**config.mk**
```make
export PLATFORM = sky130hd
export DESIGN_NAME = grc_ram
export DESIGN_NICKNAME = d
export VERILOG_FILES = /design/src/grc_ram.sv
export SDC_FILE = /design/constraint.sdc
export NUM_CORES = 1
export LEC_CHECK = 0
export BUFFER_PORTS_ARGS = -buffer_cell sky130_fd_sc_hd__buf_2
export CORE_MARGIN = 3
export CORE_UTILIZATION = 60
export CTS_BUF_LIST = sky130_fd_sc_hd__clkbuf_8
export DETAILED_ROUTE_END_ITERATION = 16
export PLACE_DENSITY = 0.87
export SETUP_SLACK_MARGIN = 0.05
export SKIP_CTS_REPAIR_TIMING = 1
export SYNTH_ARGS = -nofsm -noshare
export SYNTH_HDL_FRONTEND = slang
export SYNTH_SLANG_ARGS = --single-unit
```
**constraint.sdc**
```tcl
create_clock -name clk_i -period 3.3 [get_ports clk_i]
set_input_delay 0.165 -clock clk_i [delete_from_list [all_inputs] [get_ports clk_i]]
set_output_delay 0.165 -clock clk_i [all_outputs]
set_load 0.1 [all_outputs]
```
**src/grc_ram.sv**
```systemverilog
// Generic single write, single read RAM with registered read data.
module grc_ram #(
  parameter int WIDTH = 8,
  parameter int DEPTH = 64
) (
  input  logic                     clk_i,
  input  logic                     we_i,
  input  logic [$clog2(DEPTH)-1:0] waddr_i,
  input  logic [WIDTH-1:0]         wdata_i,
  input  logic [$clog2(DEPTH)-1:0] raddr_i,
  output logic [WIDTH-1:0]         rdata_o
);

  logic [WIDTH-1:0] mem_q [DEPTH];
  logic [WIDTH-1:0] rdata_q;

  // Write port and registered read port
  always_ff @(posedge clk_i) begin
    if (we_i) begin
      mem_q[waddr_i] <= wdata_i;
    end
    rdata_q <= mem_q[raddr_i];
  end

  assign rdata_o = rdata_q;

endmodule

```
==> results.json <==
{
  "netlist_instances": 940,
  "synth-seq-cells": 520,
  "drt_first_pass_iters": 6,
  "floorplan.die.width_um": 189,
  "numCtsBuffers": 78,
  "final.min_clock_period_ps": 2050,
  "worstSkewPairLatency_ps": 610,
  "numClockSinks": 520,
  "final_hold_viol_count": 0,
  "first_global_vias": 10400,
  "drive_above_1_share_pct": 26.5,
  "final_cell_mix": "edfxtp_1 (512), mux4_2 (126), nor2_1 (83), clkbuf_8 (79), buf_2 (26)",
  "power.density_mw_per_mm2": 572,
  "timing.critical_path.from_type": "flip-flop",
  "global_route.usage.total_pct": 25.4,
  "global_route.overflow_total": 0,
  "hpwlAfterDp_um": 26600,
  "finalCritPeriodShare_pct": 62.2,
  "fillerInstances": 1980,
  "number_of_nets_produced_by_synthesis": 962,
  "clock_skew_ps": 39.9,
  "vdd_drop_max_v": 0.000449,
  "wirelength_um": 43700,
  "cts.reportedPaths.clkPinSlew_ps": 70,
  "synth.yosys.warnings": 0,
  "root_buffer": "clkbuf_8",
  "remaining_drc_errors": 0,
  "holdWs_ps": 33.7,
  "die_y_extent_um": 189,
  "initial_utilization_pct": 61.4,
  "setup_slack_ps": 1250,
  "post_layout_nonfiller_instances": 1519,
  "antenna_violating_nets_left": 0,
  "die_area_mm2": 0.0358,
  "grt_pass1_wl_um": 66800,
  "io_pins": 30,
  "postSynthAreaPerCell_um2": 21.5,
  "via_per_inst": 6.61,
  "area_growth_syn_to_layout_pct": 9.70,
  "holdCritPathClass": "input port to flip-flop",
  "grt_antenna_before_repair": 0,
  "timing.slew.headroom_pct": 13.4,
  "first_iter_violations": 1405,
  "worst_pin_slew_ps": 1300,
  "max-clock-path-buffers": 3,
  "worstSetupPathType": "flip-flop to flip-flop",
  "ys_seq_area_share_pct": 77.0,
  "worstPathMaxFanout": 1,
  "cts_tree": "yes",
  "max_cap_violations": 0,
  "cts_htree_levels": 3,
  "design.final.nets": 1044,
  "final_max_slew_viol_count": 0,
  "rsz0062_at_grt": "no",
  "setup-violations-final": 0,
  "largest_net_degree_at_the_start_of_global_routing": 65,
  "synthesis.area_mm2": 0.0202,
  "fp.coreArea_mm2": 0.0329,
  "post-place-ws_ps": 703,
  "routedWlPerCell_um": 28.8,
  "max_freq_ghz": 0.487,
  "data_required_time_at_the_worst_endpoint_ps": 3780,
  "ys_types": 40,
  "final.setup.tns_ps": 0,
  "commonest_non_fill_non_tap_cell_in_the_layout": "edfxtp_1",
  "gp_routability_congestion": 0.868,
  "num_vias": 10000,
  "leakagePower_uw": 0.00697,
  "port-buffer-count": 29,
  "num_rows": 66,
  "place.detailed.instances": 1384,
  "result_of_the_run": "completed",
  "cp_arrival_ps": 2530,
  "worst_setup_path_end_kind": "flip-flop"
}
-- stage by stage --
| step | total power (µW) | util (%) | cell area [µm²] |
|---|---|---|---|
| after floorplan | 7950 | - | 20200 |
| after global placement | 8200 | 63.3 | 20800 |
| after detailed placement | 8240 | 63.3 | 20800 |
| after CTS | 12700 | 67.3 | 22100 |
| after global routing | 13100 | 67.3 | 22100 |
| final | 12700 | 67.3 | 22100 |
-- report_power, final --
part	internal [µW]	leakage (µW)	switching, µW
combinational	254	0.00153	507
clock	2220	0.000762	2330
sequential	7320	0.00467	30.0
-- final cells by class --
type | count | area (µm²) | share of cell area (%)
diodes | 1 | 2.50 | 0.0113
clock inverters | 56 | 254 | 1.15
multi-input cells | 369 | 4320 | 19.5
well taps | 442 | 553 | 2.50
flip-flops and latches | 520 | 15500 | 70.2
clock buffers | 78 | 1070 | 4.85
repair buffers | 53 | 389 | 1.76
-- per-layer routing --
| metal | track usage [%] | wire length (µm) |
|---|---|---|
| met1 | 35.8 | 16200 |
| met2 | 39.4 | 21100 |
| met3 | 6.50 | 4820 |
| met4 | 9.72 | 1660 |
| met5 | 0 | 0 |
-- final timing paths --
path                               start            endpoint  slack (ps)  cells after the start
setup / recovery  mem_q[47][2]$_DFFE_PP_  rdata_o[2]$_DFF_P_        1250                      4
hold / removal                raddr_i[5]  rdata_o[1]$_DFF_P_          30                      3
setup reg to reg  mem_q[47][2]$_DFFE_PP_  rdata_o[2]$_DFF_P_        1250                      4
hold reg to reg   mem_q[31][4]$_DFFE_PP_  rdata_o[4]$_DFF_P_         820                      3
-- state kept, by name, indices dropped and copies added (netlist names) --
| name | flops |
|---|---|
| mem_q | 512 |
| rdata_o | 8 |
-- critical path, cell delays in order (launching register included) --
cell	delay [ps]
edfxtp_1	360
mux4_2	480
mux2_2	290
a221oi_1	670
o2bb2ai_1	140
-- cell usage after synthesis, drive strengths merged --
| cell type | count | area share, % |
|---|---|---|
| o21a | 2 | 0.074 |
| edfxtp | 512 | 76 |
| a22oi | 3 | 0.11 |
| a21oi | 3 | 0.074 |
| o2bb2ai | 3 | 0.13 |
| nand3 | 13 | 0.32 |
| nor4 | 2 | 0.062 |
| nand3b | 3 | 0.11 |
| o21ai | 4 | 0.099 |
| o22ai | 8 | 0.25 |
| dfxtp | 8 | 0.79 |
| o32ai | 2 | 0.087 |
| o41ai | 2 | 0.087 |
| o2111ai | 3 | 0.13 |
| and2 | 1 | 0.031 |
| nand4b | 1 | 0.043 |
| buf | 34 | 1.3 |
| or3 | 1 | 0.031 |
| nand2b | 7 | 0.22 |
| a221oi | 6 | 0.26 |
| o221ai | 8 | 0.35 |
| mux2i | 23 | 1.1 |
| a31oi | 1 | 0.031 |
| nor3 | 7 | 0.17 |
| nand2 | 19 | 0.35 |
| o221a | 2 | 0.11 |
| mux4 | 126 | 14 |
| mux2 | 13 | 0.73 |
| a211oi | 4 | 0.15 |
| a2111oi | 2 | 0.087 |
| clkbuf | 17 | 0.32 |
| o311ai | 1 | 0.043 |
| nor2 | 83 | 1.5 |
| nor2b | 14 | 0.43 |
| nand4 | 2 | 0.062 |
-- cells by family (layout without fill, tap and decap cells) --
kind of cell | Yosys count | in the layout | synth area share (%)
AOI/OAI and AO/OA | 54 | 54 | 2.07
other | 0 | 1 | 0
and+or+nand+nor | 153 | 153 | 3.39
muxes | 162 | 162 | 15.9
buffers and inverters | 51 | 187 | 1.57
DFF | 520 | 520 | 77.0
Note: power is estimated with default switching activity, not from simulation.
